--- config.mk ---
export PLATFORM = sky130hd
export DESIGN_NAME = bxt_ram
export DESIGN_NICKNAME = d
export VERILOG_FILES = /design/src/hw/rtl/bxt_ram.sv
export SDC_FILE = /design/constraint.sdc
export NUM_CORES = 2
export LEC_CHECK = 0
export BUFFER_PORTS_ARGS = -buffer_cell sky130_fd_sc_hd__buf_2
export CAP_MARGIN = 20
export CORE_UTILIZATION = 65
export CTS_CLUSTER_SIZE = 8
export DETAILED_ROUTE_END_ITERATION = 12
export PLACE_DENSITY = 0.79
export SYNTH_ARGS = -nofsm -noshare
export SYNTH_HDL_FRONTEND = slang
export SYNTH_SLANG_ARGS = --single-unit
export TNS_END_PERCENT = 50
--- constraint.sdc ---
create_clock -name clk -period 3.31 [get_ports clk]
set_input_delay 0 -clock clk [delete_from_list [all_inputs] [get_ports clk]]
set_output_delay 0 -clock clk [all_outputs]
set_load 0.1 [all_outputs]
--- src/hw/rtl/bxt_ram.sv ---
// Generic simple dual-port RAM, one write and one registered read per cycle.
// Depends on nothing.
module bxt_ram #(
	parameter int WIDTH = 8,
	parameter int DEPTH = 256
) (
	input  logic                     clk,
	input  logic                     we,
	input  logic [$clog2(DEPTH)-1:0] waddr,
	input  logic [WIDTH-1:0]         wdata,
	input  logic [$clog2(DEPTH)-1:0] raddr,
	output logic [WIDTH-1:0]         rdata
);
	logic [WIDTH-1:0] mem [DEPTH];

	always_ff @(posedge clk) begin
		if (we) begin
			mem[waddr] <= wdata;
		end
		rdata <= mem[raddr];
	end
endmodule

# After elaboration in Yosys (flattened, before gate mapping)
# Memories as Yosys holds them, arrays and structs flattened. A register that Yosys moved wholly into a read port is not among the register bits.
# Index checks and enable logic that the tools add are counted.
[word_totals] regBits=0 ramBits=2048 inputBits=26 output_inout_bits=8 wordCells=3 memories=1
[op_classes] n_mux=2
[memory_table] memory="mem" words=256 width=8 read_ports=1 rd_clocked_by_memory_dff=1 write_ports=1 line_no="14" text="logic [WIDTH-1:0] mem [DEPTH];"
[ops] cell="2-to-1 mux 1 bit" n=2

# Logic depth before layout (Yosys ltp)
[logic_depth] word_depth=2 depth_mapped=11 ltp_nobuf=6

# Worst setup path before layout
# OpenSTA, ideal clock, no wires.
[synth_timing] path_kind="input-to-reg" start="in raddr[0]" end="reg rdata[2] (read register of mem)" setup_time_ns=0.131 arrival_ns=1.807 required_time_ns=3.179 path_slack_ns=1.372 path_stages=9 n_path_buf=4 path_cell_list="buf_6 > buf_12 > buf_8 > buf_2 > mux4_2 > a22oi_1 > a21oi_1 > nor4_1 > nor4_2"
[synth_lines] element="from (decl)" line_no="11" text="input logic [$clog2(DEPTH)-1:0] raddr,"
[synth_lines] element="to (decl)" line_no="12" text="output logic [WIDTH-1:0] rdata"

==> impl_metrics.json <==
{
  "cp-startpoint": "mem[64][3]$_DFFE_PP_",
  "grt-ovfl-total": 0,
  "stdcell_count": 5796,
  "start_kind": "flop",
  "top_usage_layer": "met2",
  "synth-edff-count": 2048,
  "power_density_nw_per_um2": 646.1,
  "max_stage_delay_ns": 0.90,
  "initial_core_util": 0.6596,
  "vias": 42549,
  "fin_hold_ws_ns": 0.05228,
  "pin_count": 34,
  "slew_headroom": 0.1978,
  "ys.flop_type": "edfxtp_1",
  "cts-root-buf": "clkbuf_16",
  "die_y_um": 351.9,
  "hp-class": "in2reg",
  "status": "finished clean",
  "crit_required_ns": 4.03,
  "grt_use_met2": 0.5514,
  "hpwl_um": 119400,
  "antenna_found_initial": 15,
  "num-fill-cells": 5890,
  "row_count": 127,
  "drtIter0Drc": 6625,
  "cpLargestDelayFamily": "simple AND/OR/NAND/NOR gates",
  "worstMarginPinSlew_ns": 1.203,
  "dpl-instance-area_um2": 82830,
  "crit_buf_inv": 0,
  "synthDistinctLibCells": 55,
  "yosysSeqAreaShare": 0.7750,
  "place_congestion": 0.9064,
  "antenna_left": 0,
  "placedCellCount": 5415,
  "clock_latency_ns": 0.90,
  "grt_max_degree": 139,
  "r2r-start": "mem[64][3]$_DFFE_PP_",
  "core_um2": 120600,
  "path_cells": "mux4_2 > a22o_1 > a221oi_1 > o32ai_1 > nor3_1 > nor4_1",
  "clk_pin_slew_ns": 0.05,
  "finish.instance_area_um2": 91040,
  "synth.avg_cell_area_um2": 21.31,
  "final_hold_viol_count": 0,
  "portBuffers": 33,
  "first_pass_iters": 6,
  "cts_tree": "done",
  "die_area_um2": 123800,
  "end_kind": "flop",
  "final_max_slew_viol_count": 0,
  "crit_fanout": 1,
  "cellLeakagePower_nw": 28.90,
  "peakVddDrop_mv": 0.6366,
  "syn-cell-area_um2": 79560,
  "h-tree-depth": 5,
  "async_flop_share": 0,
  "post-route-period-util": 0.9664,
  "yosysWarnings": 0,
  "layout_min_cycle_time_ns": 3.199,
  "clk_path_buf_depth": 4,
  "crit_arrival_ns": 3.92,
  "crit_path_top_delay_cell": "nor3_1",
  "critPathKind": "reg2reg",
  "drv_cap": 0,
  "synth_nets": 3759,
  "wl_um": 212400,
  "cts_buffers": 306,
  "rsz0062_at_grt": "no",
  "wl_per_cell_um": 36.65,
  "vias_per_cell": 7.341,
  "grt_use_total": 0.3527,
  "met3_usage": 0.09040,
  "min_from": "waddr[7]",
  "cts_num_sinks": 2056,
  "syn2layout_area_growth_pct": 14.44,
  "skew_ns": 0.03992,
  "clock.fmax_mhz": 312.6,
  "ys_ff_latch": 2056,
  "grt_pass1_vias": 43525,
  "die_w_um": 351.9,
  "grt_pass1_wl_um": 304300,
  "syn_inst": 3733,
  "setup_violations": 0,
  "drive_gt1_frac": 0.2620,
  "remaining_drc_errors": 0,
  "nets": 4151,
  "grt_util_met1": 0.4667
}
[worst paths after layout]
kind                            depth (start not counted)               endpoint  slack (ns)
worst max-delay path                                    6       rdata[3]$_DFF_P_        0.11
worst max register to register                          6       rdata[3]$_DFF_P_        0.11
worst min-delay path                                    4  mem[206][2]$_DFFE_PP_        0.05
worst min register to register                          7       rdata[5]$_DFF_P_        1.21
[stage by stage]
stage | utilization | power, mW | setup WS [ns] | setup TNS [ns]
after floorplan | - | 30.81 | 1.372 | 0
after global placement | 0.6865 | 31.99 | -0.2821 | -0.6835
after detailed placement | 0.6868 | 32.07 | -0.03137 | -0.04048
after CTS | 0.7547 | 58.86 | 0.1625 | 0
after global routing | 0.7548 | 59.93 | 0.1685 | 0
final | 0.7549 | 58.82 | 0.1113 | 0
[report_power, final]
group / switching (mW) / internal, mW
combinational: 1.93 / 0.965
sequential: 0.0685 / 28.8
clock: 10.4 / 16.7
total: 12.3 / 46.5
[layer usage]
layer  vias up  share of wire
met1     21678           0.33
met3       742           0.13
met5         -        0.00065
met4        20          0.057
li1      16372              -
met2      3737           0.48
[worst register-to-register path, cell delays in order (launching register included)]
cell	delay, ns
edfxtp_1	0.41
mux4_2	0.52
a22o_1	0.23
a221oi_1	0.57
o32ai_1	0.21
nor3_1	0.90
nor4_1	0.19
[synth_stat cells, drive strengths merged, types with 2 or more instances]
cell     instances  share of area
edfxtp        2048           0.77
mux4           456           0.13
nor2           282          0.013
mux2i          134          0.017
a22oi          133          0.013
buf            122          0.013
clkbuf         111         0.0052
a21oi           96         0.0060
o221ai          47         0.0053
nand3           34         0.0021
nand2           33         0.0016
nor2b           31         0.0024
o22ai           28         0.0022
nor4            27         0.0024
nor3            22         0.0014
a211oi          16         0.0015
a221oi          14         0.0016
o21ai           12        0.00075
nand4           10        0.00079
o211ai          10        0.00094
a22o             8        0.00088
dfxtp            8         0.0020
nand2b           8        0.00063
and2             6        0.00047
a2111oi          5        0.00066
o22a             5        0.00055
o32ai            5        0.00064
or2              4        0.00031
a311oi           2        0.00022
a31oi            2        0.00016
and3b            2        0.00022
nand3b           2        0.00019
[area by class of cell]
type,count,area [um^2],area share
multi-input combinational,1442,16490,0.1812
clock buffer,359,8048,0.08840
inverter,2,7.507,0.00008246
timing repair buffer,317,2795,0.03070
tap,1612,2017,0.02215
sequential,2056,61660,0.6773
antenna,8,20.02,0.0002199
[cell families (layout without fill, tap and decap cells)]
logic type             count (synthesis)  in the layout  synth area share
flip-flops                          2056           2056            0.7750
multiplexers                         591            591            0.1462
AND/OR/NAND/NOR                      466            466           0.02628
AO/OA/AOI/OAI                        385            385           0.03419
buffers and inverters                235            678           0.01831
other                                  0              8                 0
[cell usage in the layout (no fill, tap or decap), types with 16 or more instances in the layout]
cell type	count
buf_12	30
a21oi_1	96
a22oi_1	133
nor4_1	21
o22ai_1	28
clkbuf_1	44
nand2_1	33
buf_4	239
a211oi_1	16
clkbuf_16	315
mux2i_1	134
edfxtp_1	2048
mux4_2	454
nor3_1	22
nor2b_1	28
nor2_1	279
buf_2	24
nand3_1	34
o221ai_1	46
[timing repair]
item                      CTS  global route
setup buffers               0             0
resized for setup           0             0
hold buffers               14             0
hold endpoints to repair  872             0
[sequential cells by signal (all words and copies together), names as in the netlist]
| name | flops |
|---|---|
| mem | 2048 |
| rdata | 8 |
Note: power is estimated with default switching activity, not from simulation.
